===== src/rtl/core/motor_command_framer_crc7_defines.svh =====
// Assertion macros used by the command framer RTL.
`ifndef MOTOR_COMMAND_FRAMER_CRC7_DEFINES_SVH
`define MOTOR_COMMAND_FRAMER_CRC7_DEFINES_SVH

// Same-cycle implication, disabled while reset is asserted.
`define MCF_ASSERT_IMP(label, clk, rst_n, ante, cons, msg) \
    label: assert property (@(posedge clk) disable iff (!rst_n) (ante) |-> (cons)) \
        else $error(msg);

// Next-cycle implication, disabled while reset is asserted.
`define MCF_ASSERT_NXT(label, clk, rst_n, ante, cons, msg) \
    label: assert property (@(posedge clk) disable iff (!rst_n) (ante) |=> (cons)) \
        else $error(msg);

`endif


===== src/rtl/core/mcf_pkg.sv =====
// Types, codes and the CRC-7 step for the motor command framer.
package mcf_pkg;

    typedef enum logic [2:0] {
        ACT_EXIT_SAFE  = 3'd0,
        ACT_SET_SPEED  = 3'd1,
        ACT_STOP       = 3'd2,
        ACT_READ_VAR   = 3'd3,
        ACT_SET_LIMIT  = 3'd4,
        ACT_REPLY_BYTE = 3'd5
    } t_action;

    typedef enum logic [1:0] {
        KIND_TX    = 2'd0,
        KIND_VAR   = 2'd1,
        KIND_LIMIT = 2'd2
    } t_kind;

    typedef enum logic [1:0] {
        STAT_OK        = 2'd0,
        STAT_CRC_BAD   = 2'd1,
        STAT_STRAY     = 2'd2,
        STAT_LIMIT_REJ = 2'd3
    } t_status;

    typedef enum logic [1:0] {
        EXP_NONE  = 2'd0,
        EXP_LIMIT = 2'd1,
        EXP_VAR   = 2'd2
    } t_expect;

    typedef enum logic [1:0] {
        EM_IDLE = 2'd0,
        EM_BODY = 2'd1,
        EM_TAIL = 2'd2
    } t_emit_st;

    localparam logic [7:0]  CRC_POLY_REFL = 8'h91;
    localparam logic [7:0]  CMD_EXIT_SAFE = 8'h83;
    localparam logic [7:0]  CMD_FWD       = 8'h85;
    localparam logic [7:0]  CMD_REV       = 8'h86;
    localparam logic [7:0]  CMD_STOP      = 8'hE0;
    localparam logic [7:0]  CMD_READ_VAR  = 8'hA1;
    localparam logic [7:0]  CMD_SET_LIMIT = 8'hA2;
    localparam logic [12:0] SPEED_MAX     = 13'd3200;
    localparam logic [6:0]  VAR_SIGNED_A  = 7'd20;
    localparam logic [6:0]  VAR_SIGNED_B  = 7'd21;

    typedef struct packed {
        logic [2:0]  action;
        logic [12:0] speed;        // two's complement
        logic [6:0]  var_num;
        logic [3:0]  lim_num;
        logic [13:0] limit_value;
        logic [7:0]  rx_byte;
    } t_item;

    typedef struct packed {
        t_kind       kind;
        logic [7:0]  tx_byte;
        logic        last;
        logic [16:0] reply_value;  // two's complement
        t_status     status;
    } t_beat;

    typedef struct packed {
        logic        has_beat;
        t_kind       kind;
        logic [16:0] value;
        t_status     status;
    } t_reply_res;

    // One byte through the reflected CRC-7, LSB first.
    function automatic logic [6:0] crc7_step(input logic [6:0] c, input logic [7:0] b);
        logic [7:0] v;
        v = {1'b0, c} ^ b;
        for (int k = 0; k < 8; k++) begin
            if (v[0]) begin
                v = v ^ CRC_POLY_REFL;
            end
            v = v >> 1;
        end
        return v[6:0];
    endfunction

endpackage


===== src/rtl/core/motor_command_framer_crc7.sv =====
// Top level of the motor command framer with CRC-7 reply checking.
//
//  channel  | dir | tdata                                          | tuser  | tlast
//  ---------+-----+------------------------------------------------+--------+------
//  s (cmd)  | in  | speed, var_num, lim_num, limit_value, rx_byte  | action | -
//  m (res)  | out | tx_byte, reply_value, status                   | kind   | last
//
//  A command of n bytes goes out as n+1 beats (2 to 5), the CRC byte last; the
//  emitter sends one byte per cycle through one output register while not stalled.
//  A reply byte yields at most one beat.
//  Reset (synchronous, active low) drops any pending reply and empties both stages.
//  A stalled output holds its beat; one command waits in the input register meanwhile.
`include "motor_command_framer_crc7_defines.svh"

module motor_command_framer_crc7 (
    input  logic        i_clk,
    input  logic        i_rst_n,
    input  logic        i_s_tvalid,
    output logic        o_s_tready,
    // [12:0] speed, [19:13] var_num, [23:20] lim_num,
    // [37:24] limit_value, [45:38] rx_byte, [47:46] zero
    input  logic [47:0] i_s_tdata,
    // [2:0] action
    input  logic [2:0]  i_s_tuser,
    output logic        o_m_tvalid,
    input  logic        i_m_tready,
    // [7:0] tx_byte, [24:8] reply_value, [26:25] status, [31:27] zero
    output logic [31:0] o_m_tdata,
    // [1:0] kind
    output logic [1:0]  o_m_tuser,
    output logic        o_m_tlast
);
    import mcf_pkg::*;

    t_item      in_item;
    t_item      item;
    logic       item_valid;
    logic       take;
    logic       emit_busy;
    t_reply_res reply;
    t_beat      beat;
    logic       res_tx;
    logic       res_reply;

    // Unpack the slave beat into the item fields.
    assign in_item = '{action:      i_s_tuser,
                       speed:       i_s_tdata[12:0],
                       var_num:     i_s_tdata[19:13],
                       lim_num:     i_s_tdata[23:20],
                       limit_value: i_s_tdata[37:24],
                       rx_byte:     i_s_tdata[45:38]};

    mcf_ingress u_ingress (
        .i_clk   (i_clk),
        .i_rst_n (i_rst_n),
        .i_valid (i_s_tvalid),
        .o_ready (o_s_tready),
        .i_item  (in_item),
        .i_take  (take),
        .o_valid (item_valid),
        .o_item  (item)
    );

    // Reply state advances only when the emitter takes the held item.
    mcf_reply u_reply (
        .i_clk   (i_clk),
        .i_rst_n (i_rst_n),
        .i_item  (item),
        .i_take  (take),
        .o_res   (reply)
    );

    mcf_emit u_emit (
        .i_clk        (i_clk),
        .i_rst_n      (i_rst_n),
        .i_item_valid (item_valid),
        .i_item       (item),
        .i_reply      (reply),
        .o_take       (take),
        .o_busy       (emit_busy),
        .o_beat_valid (o_m_tvalid),
        .i_beat_ready (i_m_tready),
        .o_beat       (beat)
    );

    // Pack the result beat.
    assign o_m_tdata = {5'd0, beat.status, beat.reply_value, beat.tx_byte};
    assign o_m_tuser = beat.kind;
    assign o_m_tlast = beat.last;

    // Valid result beat that carries a transmit byte or a reply result.
    assign res_tx    = o_m_tvalid && (o_m_tuser == KIND_TX);
    assign res_reply = o_m_tvalid && (o_m_tuser != KIND_TX);

    `MCF_ASSERT_IMP(a_result_last, i_clk, i_rst_n, res_reply, o_m_tlast, "result lacks tlast")
    `MCF_ASSERT_IMP(a_tx_clean, i_clk, i_rst_n, res_tx, o_m_tdata[31:8] == 24'd0, "tx beat unclean")
    `MCF_ASSERT_IMP(a_no_take_busy, i_clk, i_rst_n, emit_busy, !take, "item taken mid-frame")
    `MCF_ASSERT_NXT(a_frame_cont, i_clk, i_rst_n, res_tx && i_m_tready && !o_m_tlast, res_tx, "frame broken")

endmodule


===== src/rtl/core/mcf_ingress.sv =====
// Input holding register for the command framer.
module mcf_ingress (
    input  logic           i_clk,
    input  logic           i_rst_n,
    input  logic           i_valid,
    output logic           o_ready,
    input  mcf_pkg::t_item i_item,
    input  logic           i_take,
    output logic           o_valid,
    output mcf_pkg::t_item o_item
);
    import mcf_pkg::*;

    logic  r_valid;
    t_item r_item;

    assign o_ready = !r_valid || i_take;
    assign o_valid = r_valid;
    assign o_item  = r_item;

    always_ff @(posedge i_clk) begin
        if (!i_rst_n) begin
            r_valid <= 1'b0;
        end else if (i_valid && o_ready) begin
            r_valid <= 1'b1;
        end else if (i_take) begin
            r_valid <= 1'b0;
        end
    end

    always_ff @(posedge i_clk) begin
        if (i_valid && o_ready) begin
            r_item <= i_item;
        end
    end

endmodule


===== src/rtl/core/mcf_reply.sv =====
// Reply tracker: collects reply bytes, checks the CRC and forms the result.
module mcf_reply (
    input  logic                i_clk,
    input  logic                i_rst_n,
    input  mcf_pkg::t_item      i_item,
    input  logic                i_take,
    output mcf_pkg::t_reply_res o_res
);
    import mcf_pkg::*;

    logic [6:0] r_crc, n_crc;
    logic [1:0] r_count, n_count;
    t_expect    r_expected, n_expected;
    logic [7:0] r_low, n_low;
    logic [7:0] r_high, n_high;
    logic       r_signed, n_signed;
    logic       r_limit, n_limit;

    t_action     act;
    logic [15:0] word;
    logic [16:0] var_value;

    assign act       = t_action'(i_item.action);
    assign word      = {r_high, r_low};
    assign var_value = (r_signed && word[15]) ? {1'b1, word} : {1'b0, word};

    always_comb begin
        n_crc      = r_crc;
        n_count    = r_count;
        n_expected = r_expected;
        n_low      = r_low;
        n_high     = r_high;
        n_signed   = r_signed;
        n_limit    = r_limit;
        o_res      = '{has_beat: 1'b0, kind: KIND_VAR, value: '0, status: STAT_OK};
        case (act)
            ACT_EXIT_SAFE, ACT_SET_SPEED, ACT_STOP: begin
                n_crc      = '0;
                n_count    = '0;
                n_expected = EXP_NONE;
                n_signed   = 1'b0;
                n_limit    = 1'b0;
            end
            ACT_READ_VAR: begin
                n_crc      = '0;
                n_count    = '0;
                n_expected = EXP_VAR;
                n_signed   = (i_item.var_num == VAR_SIGNED_A) ||
                             (i_item.var_num == VAR_SIGNED_B);
                n_limit    = 1'b0;
            end
            ACT_SET_LIMIT: begin
                n_crc      = '0;
                n_count    = '0;
                n_expected = EXP_LIMIT;
                n_signed   = 1'b0;
                n_limit    = 1'b1;
            end
            ACT_REPLY_BYTE: begin
                if (r_expected == EXP_NONE) begin
                    o_res.has_beat = 1'b1;
                    o_res.status   = STAT_STRAY;
                end else if (r_count < r_expected) begin
                    if (r_count == 2'd0) begin
                        n_low = i_item.rx_byte;
                    end else begin
                        n_high = i_item.rx_byte;
                    end
                    n_crc   = crc7_step(r_crc, i_item.rx_byte);
                    n_count = r_count + 2'd1;
                end else begin
                    o_res.has_beat = 1'b1;
                    o_res.kind     = r_limit ? KIND_LIMIT : KIND_VAR;
                    if (i_item.rx_byte != {1'b0, r_crc}) begin
                        o_res.status = STAT_CRC_BAD;
                    end else if (r_limit) begin
                        o_res.value  = {9'd0, r_low};
                        o_res.status = (r_low != 8'd0) ? STAT_LIMIT_REJ : STAT_OK;
                    end else begin
                        o_res.value = var_value;
                    end
                    n_crc      = '0;
                    n_count    = '0;
                    n_expected = EXP_NONE;
                    n_signed   = 1'b0;
                    n_limit    = 1'b0;
                end
            end
            default: begin
            end
        endcase
    end

    always_ff @(posedge i_clk) begin
        if (!i_rst_n) begin
            r_crc      <= '0;
            r_count    <= '0;
            r_expected <= EXP_NONE;
            r_signed   <= 1'b0;
            r_limit    <= 1'b0;
        end else if (i_take) begin
            r_crc      <= n_crc;
            r_count    <= n_count;
            r_expected <= n_expected;
            r_signed   <= n_signed;
            r_limit    <= n_limit;
        end
    end

    always_ff @(posedge i_clk) begin
        if (i_take) begin
            r_low  <= n_low;
            r_high <= n_high;
        end
    end

endmodule


===== src/rtl/core/mcf_emit.sv =====
// Frame encoder and byte sequencer with the output beat register.
module mcf_emit (
    input  logic                i_clk,
    input  logic                i_rst_n,
    input  logic                i_item_valid,
    input  mcf_pkg::t_item      i_item,
    input  mcf_pkg::t_reply_res i_reply,
    output logic                o_take,
    output logic                o_busy,
    output logic                o_beat_valid,
    input  logic                i_beat_ready,
    output mcf_pkg::t_beat      o_beat
);
    import mcf_pkg::*;

    t_emit_st   r_state, n_state;
    logic [7:0] r_tail [3];
    logic [7:0] n_tail [3];
    logic [1:0] r_left, n_left;
    logic [6:0] r_crc, n_crc;
    logic       r_out_valid;
    t_beat      r_out;

    t_action     act;
    logic        is_cmd;
    logic [7:0]  head;
    logic [7:0]  fr [3];
    logic [1:0]  fr_left;
    logic        neg;
    logic [12:0] mag_abs;
    logic [12:0] mag;
    logic        out_free;
    logic        fire;
    t_beat       beat;

    assign act      = t_action'(i_item.action);
    assign neg      = i_item.speed[12];
    assign mag_abs  = neg ? (~i_item.speed + 13'd1) : i_item.speed;
    assign mag      = (mag_abs > SPEED_MAX) ? SPEED_MAX : mag_abs;
    assign out_free = !r_out_valid || i_beat_ready;

    // Encode the command: first byte plus up to three following bytes.
    always_comb begin
        is_cmd  = 1'b1;
        head    = CMD_STOP;
        fr[0]   = '0;
        fr[1]   = '0;
        fr[2]   = '0;
        fr_left = 2'd0;
        case (act)
            ACT_EXIT_SAFE: begin
                head = CMD_EXIT_SAFE;
            end
            ACT_SET_SPEED: begin
                head    = neg ? CMD_REV : CMD_FWD;
                fr[0]   = {3'd0, mag[4:0]};
                fr[1]   = {1'b0, mag[11:5]};
                fr_left = 2'd2;
            end
            ACT_STOP: begin
                head = CMD_STOP;
            end
            ACT_READ_VAR: begin
                head    = CMD_READ_VAR;
                fr[0]   = {1'b0, i_item.var_num};
                fr_left = 2'd1;
            end
            ACT_SET_LIMIT: begin
                head    = CMD_SET_LIMIT;
                fr[0]   = {4'd0, i_item.lim_num};
                fr[1]   = {1'b0, i_item.limit_value[6:0]};
                fr[2]   = {1'b0, i_item.limit_value[13:7]};
                fr_left = 2'd3;
            end
            default: begin
                is_cmd = 1'b0;
            end
        endcase
    end

    assign o_take = i_item_valid && (r_state == EM_IDLE) &&
                    (out_free || !(is_cmd || i_reply.has_beat));
    assign o_busy = (r_state != EM_IDLE);

    // Next state.
    always_comb begin
        n_state = r_state;
        case (r_state)
            EM_IDLE: begin
                if (o_take && is_cmd) begin
                    n_state = (fr_left == 2'd0) ? EM_TAIL : EM_BODY;
                end
            end
            EM_BODY: begin
                if (out_free && (r_left == 2'd1)) begin
                    n_state = EM_TAIL;
                end
            end
            EM_TAIL: begin
                if (out_free) begin
                    n_state = EM_IDLE;
                end
            end
            default: begin
                n_state = EM_IDLE;
            end
        endcase
    end

    // Beat selection and datapath updates.
    always_comb begin
        fire      = 1'b0;
        beat      = '{kind: KIND_TX, tx_byte: '0, last: 1'b0, reply_value: '0,
                      status: STAT_OK};
        n_crc     = r_crc;
        n_left    = r_left;
        n_tail[0] = r_tail[0];
        n_tail[1] = r_tail[1];
        n_tail[2] = r_tail[2];
        case (r_state)
            EM_IDLE: begin
                if (o_take && is_cmd) begin
                    fire         = 1'b1;
                    beat.tx_byte = head;
                    n_crc        = crc7_step(7'd0, head);
                    n_left       = fr_left;
                    n_tail[0]    = fr[0];
                    n_tail[1]    = fr[1];
                    n_tail[2]    = fr[2];
                end else if (o_take && i_reply.has_beat) begin
                    fire             = 1'b1;
                    beat.kind        = i_reply.kind;
                    beat.last        = 1'b1;
                    beat.reply_value = i_reply.value;
                    beat.status      = i_reply.status;
                end
            end
            EM_BODY: begin
                if (out_free) begin
                    fire         = 1'b1;
                    beat.tx_byte = r_tail[0];
                    n_crc        = crc7_step(r_crc, r_tail[0]);
                    n_left       = r_left - 2'd1;
                    n_tail[0]    = r_tail[1];
                    n_tail[1]    = r_tail[2];
                    n_tail[2]    = '0;
                end
            end
            EM_TAIL: begin
                if (out_free) begin
                    fire         = 1'b1;
                    beat.tx_byte = {1'b0, r_crc};
                    beat.last    = 1'b1;
                end
            end
            default: begin
            end
        endcase
    end

    always_ff @(posedge i_clk) begin
        if (!i_rst_n) begin
            r_state     <= EM_IDLE;
            r_left      <= '0;
            r_out_valid <= 1'b0;
        end else begin
            r_state <= n_state;
            r_left  <= n_left;
            if (fire) begin
                r_out_valid <= 1'b1;
            end else if (i_beat_ready) begin
                r_out_valid <= 1'b0;
            end
        end
    end

    always_ff @(posedge i_clk) begin
        r_crc  <= n_crc;
        r_tail <= n_tail;
        if (fire) begin
            r_out <= beat;
        end
    end

    assign o_beat_valid = r_out_valid;
    assign o_beat       = r_out;

endmodule

===== config.mk =====
export PLATFORM = sky130hd
export DESIGN_NAME = motor_command_framer_crc7
export DESIGN_NICKNAME = d
export VERILOG_FILES = /design/src/rtl/core/mcf_pkg.sv /design/src/rtl/core/motor_command_framer_crc7.sv /design/src/rtl/core/mcf_ingress.sv /design/src/rtl/core/mcf_reply.sv /design/src/rtl/core/mcf_emit.sv
export VERILOG_INCLUDE_DIRS = /design/src /design/src/rtl/core
export SDC_FILE = /design/constraint.sdc
export NUM_CORES = 1
export LEC_CHECK = 0
export BUFFER_PORTS_ARGS = -buffer_cell sky130_fd_sc_hd__buf_2
export CAP_MARGIN = 30
export CORE_MARGIN = 4
export CORE_UTILIZATION = 55
export DETAILED_ROUTE_END_ITERATION = 8
export PLACE_DENSITY = 0.77
export SLEW_MARGIN = 20
export SYNTH_ARGS = -nofsm -noshare
export SYNTH_HDL_FRONTEND = slang
export SYNTH_SLANG_ARGS = --single-unit

===== constraint.sdc =====
create_clock -name i_clk -period 4.9 [get_ports i_clk]
set_input_delay 0 -clock i_clk [delete_from_list [all_inputs] [get_ports i_clk]]
set_output_delay 0 -clock i_clk [all_outputs]
set_load 0.02 [all_outputs]

==> flow_metrics.env, run 1 <==
export IMPL_status="completed"
export IMPL_endpoint="u_ingress.o_item[34]"
export IMPL_path_cells="inv_1, ha_1, a21bo_2, a211oi_1, o21ai_0, a21oi_2, nand2b_1, and2_2, buf_12"
export IMPL_cts_inserted_buffers=17
export IMPL_die_w_microns=116
export IMPL_grt_max_degree=58
export IMPL_setup_tns_ns=0
export IMPL_rsz0062_at_grt="false"
export IMPL_die_area_sq_mm=0.0134
export IMPL_n_antenna_cell=0
export IMPL_area_delta_synth_final_pct=26.2
export IMPL_overflow=0
export IMPL_wl_met2_microns=6790
export IMPL_post_route_min_period_ns=2.98
export IMPL_startpoint="u_reply.r_expected[1]"
export IMPL_cts_sinks=142
export IMPL_ys_async_sr_fraction=0
export IMPL_start_util=0.561
export IMPL_vias=4542
export IMPL_met3WireLength_microns=1030
export IMPL_synth_main_ff_cell="edfxtp_1"
export IMPL_crit_path_end_kind="register"
export IMPL_synthCells=512
export IMPL_clock_latency_ns=0.41
export IMPL_cts_tree="yes"
export IMPL_synth_edff_count=123
export IMPL_ys_warnings_count=0
export IMPL_slew_headroom=0.480
export IMPL_yosys_register_bits=142
export IMPL_max_freq_mhz=336
export IMPL_cts_buffer_depth=2
export IMPL_finalCritPeriodShare=0.608
export IMPL_place_gp_congestion=0.870
export IMPL_p_leak_nw=3.00
export IMPL_skew_ns=0.00983
export IMPL_worst_pin_slew_ns=0.778
export IMPL_dr_pass1_iters=5
export IMPL_crit_required_ns=5.01
export IMPL_met1_length_microns=5570
export IMPL_io_pin_count=92
export IMPL_worst_path_stages=9
export IMPL_grt_usage=0.213
export IMPL_reg2reg_to="u_ingress.o_item[34]"
export IMPL_reg2reg_from="u_reply.r_expected[1]"
export IMPL_ir_worst_vdd_uv=377
export IMPL_final_util=0.708
export IMPL_vias_per_cell=5.61
export IMPL_ant_nets=0
export IMPL_clk_pin_slew_ns=0.06
export IMPL_layout_common_cells="edfxtp_1, buf_2, dlygate4sd3_1"
export IMPL_finalSetupViolCount=0
export IMPL_grt_pass1_wl_microns=21800
export IMPL_post_dp_hpwl_microns=8410
export IMPL_final_common_cell="edfxtp_1"
export IMPL_synth_cell_types=66
export IMPL_drive_above_1_share=0.212
export IMPL_cts_max_level=4
export IMPL_cp_num_buf_inv=2
export IMPL_seq_area_frac_synth=0.639
export IMPL_reg2reg_depth=9
export IMPL_max_stage_delay_ns=0.55
export IMPL_clock_root_buffer="clkbuf_16"
export IMPL_hold_viol=0
export IMPL_critPathLaunchType="register"
export IMPL_cp_slowest_cell="and2_2"
export IMPL_hold_path_class="in2reg"
export IMPL_antenna_found_initial=0
export IMPL_cp_arrival_ns=3.09
export IMPL_post_drt_wl_per_cell_microns=16.9
export IMPL_criticalPathCategory="reg2reg"
export IMPL_p_per_area_mw_per_mm2=497
export IMPL_drv_slew=0
export IMPL_drc=0
export IMPL_wirelength_microns=13700
export IMPL_chipHeight_microns=116
export IMPL_reg2reg_slack_ns=1.92
export IMPL_synth_area_sq_mm=0.00638
export IMPL_crit_family="compound AO/OA/AOI/OAI gates"
export IMPL_placementRows=39
export IMPL_grt_pass1_vias=4432
export IMPL_path_max_fanout=29
export IMPL_coreArea_sq_mm=0.0114
export IMPL_io_buffers=84
export IMPL_maxUsedRoutingLayer="met4"
export IMPL_nNetsFinal=716
export IMPL_drt_initial_drc_count=416
export IMPL_syn_area_per_cell_sq_um=12.5
export IMPL_cap_violations=0
tightest hold or removal path: stages:
cell and delay (ns):
buf_2 0.08, nand2b_1 0.25, a21boi_1 0.10
metrics by stage:
step                      area, sq um  setup WS, ns  hold slack [ns]  total power, W  cells
after global placement           6920          1.86            0.176         0.00271    723
after floorplan                  6390          1.53           0.0989         0.00247    516
after CTS                        8030          1.78           0.0458         0.00401    807
final                            8050          1.92           0.0729         0.00400    809
after detailed placement         6940          1.79            0.178         0.00275    724
after global routing             8050          1.77           0.0727         0.00419    809
where the power goes:
group	switching [W]	internal, W
Sequential	0.000111	0.00167
Clock	0.000524	0.000716
Combinational	0.000629	0.000356
worst min-delay path by stage:
| stage | depth (start not counted) | end | from |
|---|---|---|---|
| after floorplan | 0 | u_ingress.o_item[0] | i_s_tdata[38] |
| after global placement | 1 | u_ingress.o_item[19] | i_s_tdata[35] |
| after detailed placement | 1 | u_ingress.o_item[18] | i_s_tdata[34] |
| after CTS | 3 | u_emit.o_beat_valid | i_m_tready |
| after global routing | 3 | u_emit.o_beat_valid | i_m_tready |
| final | 3 | u_emit.o_beat_valid | i_m_tready |
cells by family (layout without fill, tap and decap cells):
kind of cell	Yosys count	count (layout)	share of synthesized area
buf+inv	40	190	0.0269
compound gates	109	109	0.117
fa+ha+maj	8	8	0.0157
simple gates	169	169	0.141
mux	5	5	0.00785
xor+xnor	38	38	0.0522
flops	142	142	0.639
other cells	1	5	0.000588
timing repair:
action / 4_1_cts / 5_1_grt
gates resized for setup: 0 / 0
buffers inserted: 0 / 0
hold buffers: 51 / 0
hold endpoints to repair: 61 / 0
synthesized netlist by cell type, types with 9 or more instances:
master | instances | share of area
xnor2_1 | 25 | 0.034
dfxtp_1 | 19 | 0.060
o31ai_1 | 13 | 0.015
and3_1 | 11 | 0.011
a21oi_1 | 34 | 0.027
o21ai_0 | 12 | 0.0094
xor2_1 | 13 | 0.018
and2_1 | 20 | 0.020
nor2_1 | 36 | 0.021
nor3_1 | 18 | 0.014
nand2_1 | 44 | 0.026
a22oi_1 | 12 | 0.014
clkbuf_1 | 13 | 0.0077
nor2b_1 | 9 | 0.0088
edfxtp_1 | 123 | 0.58
inv_1 | 13 | 0.0077
sequential cells by signal (all words and copies together), names as in the netlist:
| name | flops |
|---|---|
| u_emit.o_beat | 30 |
| u_emit.o_beat_valid | 1 |
| u_emit.r_crc | 7 |
| u_emit.r_left | 2 |
| u_emit.r_state | 2 |
| u_emit.r_tail | 21 |
| u_ingress.o_item | 49 |
| u_ingress.o_valid | 1 |
| u_reply.r_count | 2 |
| u_reply.r_crc | 7 |
| u_reply.r_expected | 2 |
| u_reply.r_high | 8 |
| u_reply.r_limit | 1 |
| u_reply.r_low | 8 |
| u_reply.r_signed | 1 |
routing by layer:
layer  global-route usage  up-vias
li1                     -     2166
met4               0.0828        0
met5                    0        -
met1                0.269     2149
met2                0.360      197
met3               0.0517       30
area by class of cell:
type	count	area (sq um)
clock buffer	17	425
fill	757	3320
inverter	15	56.3
sequential	142	4070
timing repair buffer	143	1000
clock inverter	15	151
tap	143	179
multi-input combinational	334	2160
Power figures use the tool's default switching activity.
==> inputs of run 2 (changes only) <==
==> constraint.sdc (replaced) <==
create_clock -name i_clk -period 3.1 [get_ports i_clk]
set_input_delay 0 -clock i_clk [delete_from_list [all_inputs] [get_ports i_clk]]
set_output_delay 0 -clock i_clk [all_outputs]
set_load 0.02 [all_outputs]
==> run 2 against run 1 <==
  * Sequential share of layout area is 0.14 points lower
  * Clock skew is 0.00072 ns higher
  * Largest cell class unchanged
  * Global-route usage is 0.35 points lower
  * Final area is 0.28% higher
  * Critical endpoint is now u_ingress.o_item[1]
  * Critical path depth stayed put
  * Die area stayed put
  * Routed wire length is 3.4% lower
==> flow_metrics.env, run 2 (same netlist as run 1, synthesis figures left out) <==
export IMPL_status="completed"
export IMPL_wirelength_microns=13200
export IMPL_path_max_fanout=49
export IMPL_drive_above_1_share=0.211
export IMPL_post_drt_wl_per_cell_microns=16.3
export IMPL_reg2reg_from="u_reply.r_expected[1]"
export IMPL_ir_worst_vdd_uv=510
export IMPL_p_per_area_mw_per_mm2=789
export IMPL_vias_per_cell=5.60
export IMPL_cap_violations=0
export IMPL_cts_max_level=4
export IMPL_place_gp_congestion=0.854
export IMPL_hold_path_class="in2reg"
export IMPL_dpl_cell_area_sq_mm=0.00696
export IMPL_largest_reg_flops=49
export IMPL_crit_path_end_kind="register"
export IMPL_drc=0
export IMPL_cts_inserted_buffers=17
export IMPL_die_w_microns=116
export IMPL_max_freq_mhz=377
export IMPL_grt_pass1_vias=4474
export IMPL_critPathLaunchType="register"
export IMPL_p_int_w=0.00440
export IMPL_io_buffers=84
export IMPL_cp_arrival_ns=2.74
export IMPL_coreArea_sq_mm=0.0114
export IMPL_reg2reg_slack_ns=0.45
export IMPL_hold_viol=0
export IMPL_pwr_share_seq=0.441
export IMPL_die_area_sq_mm=0.0134
export IMPL_start_util=0.561
export IMPL_whs_ns=0.0899
export IMPL_clock_root_buffer="clkbuf_16"
export IMPL_clock_latency_ns=0.42
export IMPL_endpoint="u_ingress.o_item[1]"
export IMPL_rsz0062_at_grt="false"
export IMPL_p_leak_nw=3.02
export IMPL_grt_max_degree=51
export IMPL_vias=4544
export IMPL_drt_initial_drc_count=409
export IMPL_skew_ns=0.0106
export IMPL_drv_slew=0
export IMPL_area_delta_synth_final_pct=26.6
export IMPL_io_pin_count=92
export IMPL_post_route_min_period_ns=2.65
export IMPL_final_common_cell="edfxtp_1"
export IMPL_setup_tns_ns=0
export IMPL_antenna_found_initial=0
export IMPL_clockPowerShare=0.313
export IMPL_chipHeight_microns=116
export IMPL_power_switching_w=0.00196
export IMPL_ant_nets=0
export IMPL_combPwrFrac=0.246
export IMPL_startpoint="u_reply.r_expected[1]"
export IMPL_worst_pin_slew_ns=0.782
export IMPL_layout_common_cells="edfxtp_1, buf_2, dlygate4sd3_1"
export IMPL_slew_headroom=0.478
export IMPL_hold_buffers=51
export IMPL_post_cts_buffers=0
export IMPL_n_antenna_cell=0
export IMPL_grt_pass1_wl_microns=21800
export IMPL_cts_tree="yes"
export IMPL_power_share_switching=0.308
export IMPL_stdcell_area_sq_mm=0.00807
export IMPL_cts_sinks=142
export IMPL_overflow=0
export IMPL_grt_usage=0.210
export IMPL_reg2reg_to="u_ingress.o_item[1]"
export IMPL_clk_pin_slew_ns=0.06
export IMPL_dr_pass1_iters=5
export IMPL_criticalPathCategory="reg2reg"
export IMPL_finalSetupViolCount=0
export IMPL_post_dp_hpwl_microns=8280
export IMPL_finalCritPeriodShare=0.855
export IMPL_reg2reg_depth=9
export IMPL_nNetsFinal=718
export IMPL_cts_resized=0
export IMPL_placementRows=39
export IMPL_crit_required_ns=3.19
export IMPL_cts_buffer_depth=2
[run 2: cell type report]
| class | count | area, sq um |
|---|---|---|
| Sequential cell | 142 | 4070 |
| Multi-Input combinational cell | 334 | 2150 |
| Inverter | 15 | 56.3 |
| Clock inverter | 14 | 158 |
| Fill cell | 736 | 3300 |
| Timing Repair Buffer | 145 | 1020 |
| Clock buffer | 18 | 429 |
| Tap cell | 143 | 179 |
[run 2: routing by layer]
layer	GRT usage	share of wire	vias to the layer above
li1	-	-	2173
met1	0.277	0.41	2116
met2	0.336	0.48	228
met3	0.0517	0.087	27
met4	0.0866	0.023	0
met5	0	0	-
[run 2: through the flow]
stage                      util  worst slack [ns]  power [W]  cells
after global placement    0.613             0.595    0.00429    727
after detailed placement  0.613             0.523    0.00435    727
final                     0.710             0.448    0.00637    811
after CTS                 0.709             0.475    0.00638    810
after global routing      0.710             0.286    0.00667    811
after floorplan               -             0.248    0.00391    516
[run 2: worst max-delay path: stages (launching register included)]
cell and delay, ns:
dfxtp_1 0.38, inv_1 0.09, ha_1 0.32, a21bo_2 0.25, a211oi_1 0.18, o21ai_0 0.13
a21oi_2 0.30, nand2b_1 0.20, and2_2 0.19, buf_12 0.24
[run 2: power by group through the flow]
stage / Sequential, W / Combinational, W / Clock (W)
global route: 0.00285 / 0.00172 / 0.00211
floorplan: 0.00305 / 0.000855 / 0
finish: 0.00281 / 0.00157 / 0.00199
detailed placement: 0.00285 / 0.00150 / 0
CTS: 0.00281 / 0.00156 / 0.00201
global placement: 0.00283 / 0.00147 / 0
[run 2: worst min-delay path by stage]
stage | cells after the start | startpoint | to
2_1_floorplan | 0 | i_s_tdata[38] | u_ingress.o_item[0]
3_3_place_gp | 1 | i_s_tdata[3] | u_ingress.o_item[36]
3_5_place_dp | 1 | i_s_tdata[14] | u_ingress.o_item[27]
4_1_cts | 3 | i_m_tready | u_emit.o_beat_valid
5_1_grt | 3 | i_m_tready | u_emit.o_beat_valid
6_report | 3 | i_m_tready | u_emit.o_beat_valid
==> inputs of run 3 (changes only) <==
--- a/config.mk
+++ b/config.mk
@@ -9,9 +9,8 @@
 export BUFFER_PORTS_ARGS = -buffer_cell sky130_fd_sc_hd__buf_2
 export CAP_MARGIN = 30
 export CORE_MARGIN = 4
-export CORE_UTILIZATION = 55
+export CORE_UTILIZATION = 40
 export DETAILED_ROUTE_END_ITERATION = 8
-export PLACE_DENSITY = 0.77
 export SLEW_MARGIN = 20
 export SYNTH_ARGS = -nofsm -noshare
 export SYNTH_HDL_FRONTEND = slang
==> run 3 against run 2 <==
  * Final cell count is 8.4% higher
  * Count of clock-buffer cells in the layout is 1 lower
  * Largest cell class unchanged
  * Sequential share of layout area shrank 0.63 points
  * Final area up 1.3%
  * Largest power group unchanged
  * Non-clock buffer count unchanged
  * Core utilization decreased by 18 points
  * Die area up 35%
  * Routed wire length grew 2.2%
  * Sequential cell count stayed put
  * Highest routed layer unchanged
  * Via count fell by 4.6%
==> flow_metrics.env, run 3 (same netlist as run 1, synthesis figures left out) <==
export IMPL_grt_pass1_vias=4455
export IMPL_drive_above_1_share=0.214
export IMPL_drv_slew=0
export IMPL_status="completed"
export IMPL_hold_buffers=51
export IMPL_vias_per_cell=4.93
export IMPL_cts_inserted_buffers=17
export IMPL_cts_max_level=4
export IMPL_hold_viol=0
export IMPL_cp_arrival_ns=2.94
export IMPL_crit_required_ns=3.21
export IMPL_place_inst=795
export IMPL_clock_root_buffer="clkbuf_16"
export IMPL_clk_pin_slew_ns=0.06
export IMPL_drc=0
export IMPL_layout_common_cells="edfxtp_1, buf_2, dlygate4sd3_1"
export IMPL_path_max_fanout=38
export IMPL_p_per_area_mw_per_mm2=786
export IMPL_worst_pin_slew_ns=0.772
export IMPL_rsz0062_at_grt="false"
export IMPL_start_util=0.413
export IMPL_post_dp_hpwl_microns=9120
export IMPL_die_w_microns=134
export IMPL_criticalPathCategory="reg2reg"
export IMPL_final_common_cell="edfxtp_1"
export IMPL_setup_tns_ns=0
export IMPL_io_buffers=84
export IMPL_largest_reg_flops=49
export IMPL_placementRows=45
export IMPL_coreArea_sq_mm=0.0154
export IMPL_cts_buffer_depth=2
export IMPL_clock_latency_ns=0.42
export IMPL_nNetsFinal=718
export IMPL_skew_ns=0.0124
export IMPL_chipHeight_microns=134
export IMPL_final_util=0.530
export IMPL_overflow=0
export IMPL_p_leak_nw=3.02
export IMPL_grt_max_degree=57
export IMPL_io_pin_count=92
export IMPL_finalCritPeriodShare=0.912
export IMPL_finalSetupViolCount=0
export IMPL_cts_sinks=142
export IMPL_crit_path_end_kind="register"
export IMPL_stdcell_count=879
export IMPL_cap_violations=0
export IMPL_post_drt_wl_per_cell_microns=15.4
export IMPL_slew_headroom=0.484
export IMPL_hold_path_class="in2reg"
export IMPL_wirelength_microns=13500
export IMPL_ant_nets=0
export IMPL_vias=4333
export IMPL_n_antenna_cell=0
export IMPL_ir_worst_vdd_uv=450
export IMPL_max_freq_mhz=354
export IMPL_die_area_sq_mm=0.0180
export IMPL_cts_resized=0
export IMPL_grt_usage=0.157
export IMPL_area_delta_synth_final_pct=28.2
export IMPL_cts_tree="yes"
export IMPL_critPathLaunchType="register"
export IMPL_post_route_min_period_ns=2.83
export IMPL_drt_initial_drc_count=255
export IMPL_grt_pass1_wl_microns=22200
export IMPL_antenna_found_initial=0
export IMPL_post_cts_buffers=0
export IMPL_place_gp_congestion=0.839
export IMPL_dr_pass1_iters=5
run 3: worst max-delay path, stage by stage, from the launching register on:
cell      delay [ns]
dfxtp_1         0.37
inv_1           0.08
ha_1            0.33
a21bo_2         0.25
a211oi_1        0.19
o21ai_0         0.12
a21oi_2         0.31
nand2b_1        0.19
and2_2          0.38
buf_12          0.27
run 3: metal layers:
| metal | vias to the layer above | track usage | part of all wire |
|---|---|---|---|
| li1 | 2171 | - | - |
| met1 | 2037 | 0.200 | 0.46 |
| met2 | 121 | 0.258 | 0.49 |
| met3 | 4 | 0.0424 | 0.046 |
| met4 | 0 | 0.0583 | 0.0053 |
| met5 | - | 0 | 0 |
run 3: power breakdown:
| group | internal (W) | switching (W) | leakage (nW) |
|---|---|---|---|
| Clock | 0.00121 | 0.000837 | 0.288 |
| Sequential | 0.00264 | 0.000177 | 1.33 |
| Combinational | 0.000564 | 0.000999 | 1.41 |
| Total | 0.00441 | 0.00201 | 3.02 |
run 3: path summary, 6_finish.rpt:
kind                         startpoint                   end  slack [ns]  depth (start not counted)
setup / recovery  u_reply.r_expected[1]  u_ingress.o_item[35]        0.27                          9
hold / removal               i_m_tready   u_emit.o_beat_valid        0.07                          3
setup reg to reg  u_reply.r_expected[1]  u_ingress.o_item[35]        0.27                          9
hold reg to reg        u_reply.r_signed      u_reply.r_signed        0.46                          2
run 3: area by class of cell:
cell class | instances | area [sq um]
fillers | 1360 | 7250
well taps | 211 | 264
multi-input cells | 334 | 2150
inverters | 15 | 56.3
clock buffers | 17 | 425
repair buffers | 145 | 1020
clock inverters | 15 | 179
flip-flops and latches | 142 | 4070
run 3: through the flow:
| stage | setup WS (ns) | hold WS, ns | cell area [sq um] | total power, W |
|---|---|---|---|---|
| after floorplan | 0.248 | 0.0989 | 6400 | 0.00391 |
| after global placement | 0.385 | 0.176 | 7050 | 0.00432 |
| after detailed placement | 0.308 | 0.178 | 7050 | 0.00437 |
| after CTS | 0.264 | 0.0374 | 8160 | 0.00649 |
| after global routing | 0.124 | 0.121 | 8180 | 0.00677 |
| final | 0.272 | 0.0707 | 8180 | 0.00643 |
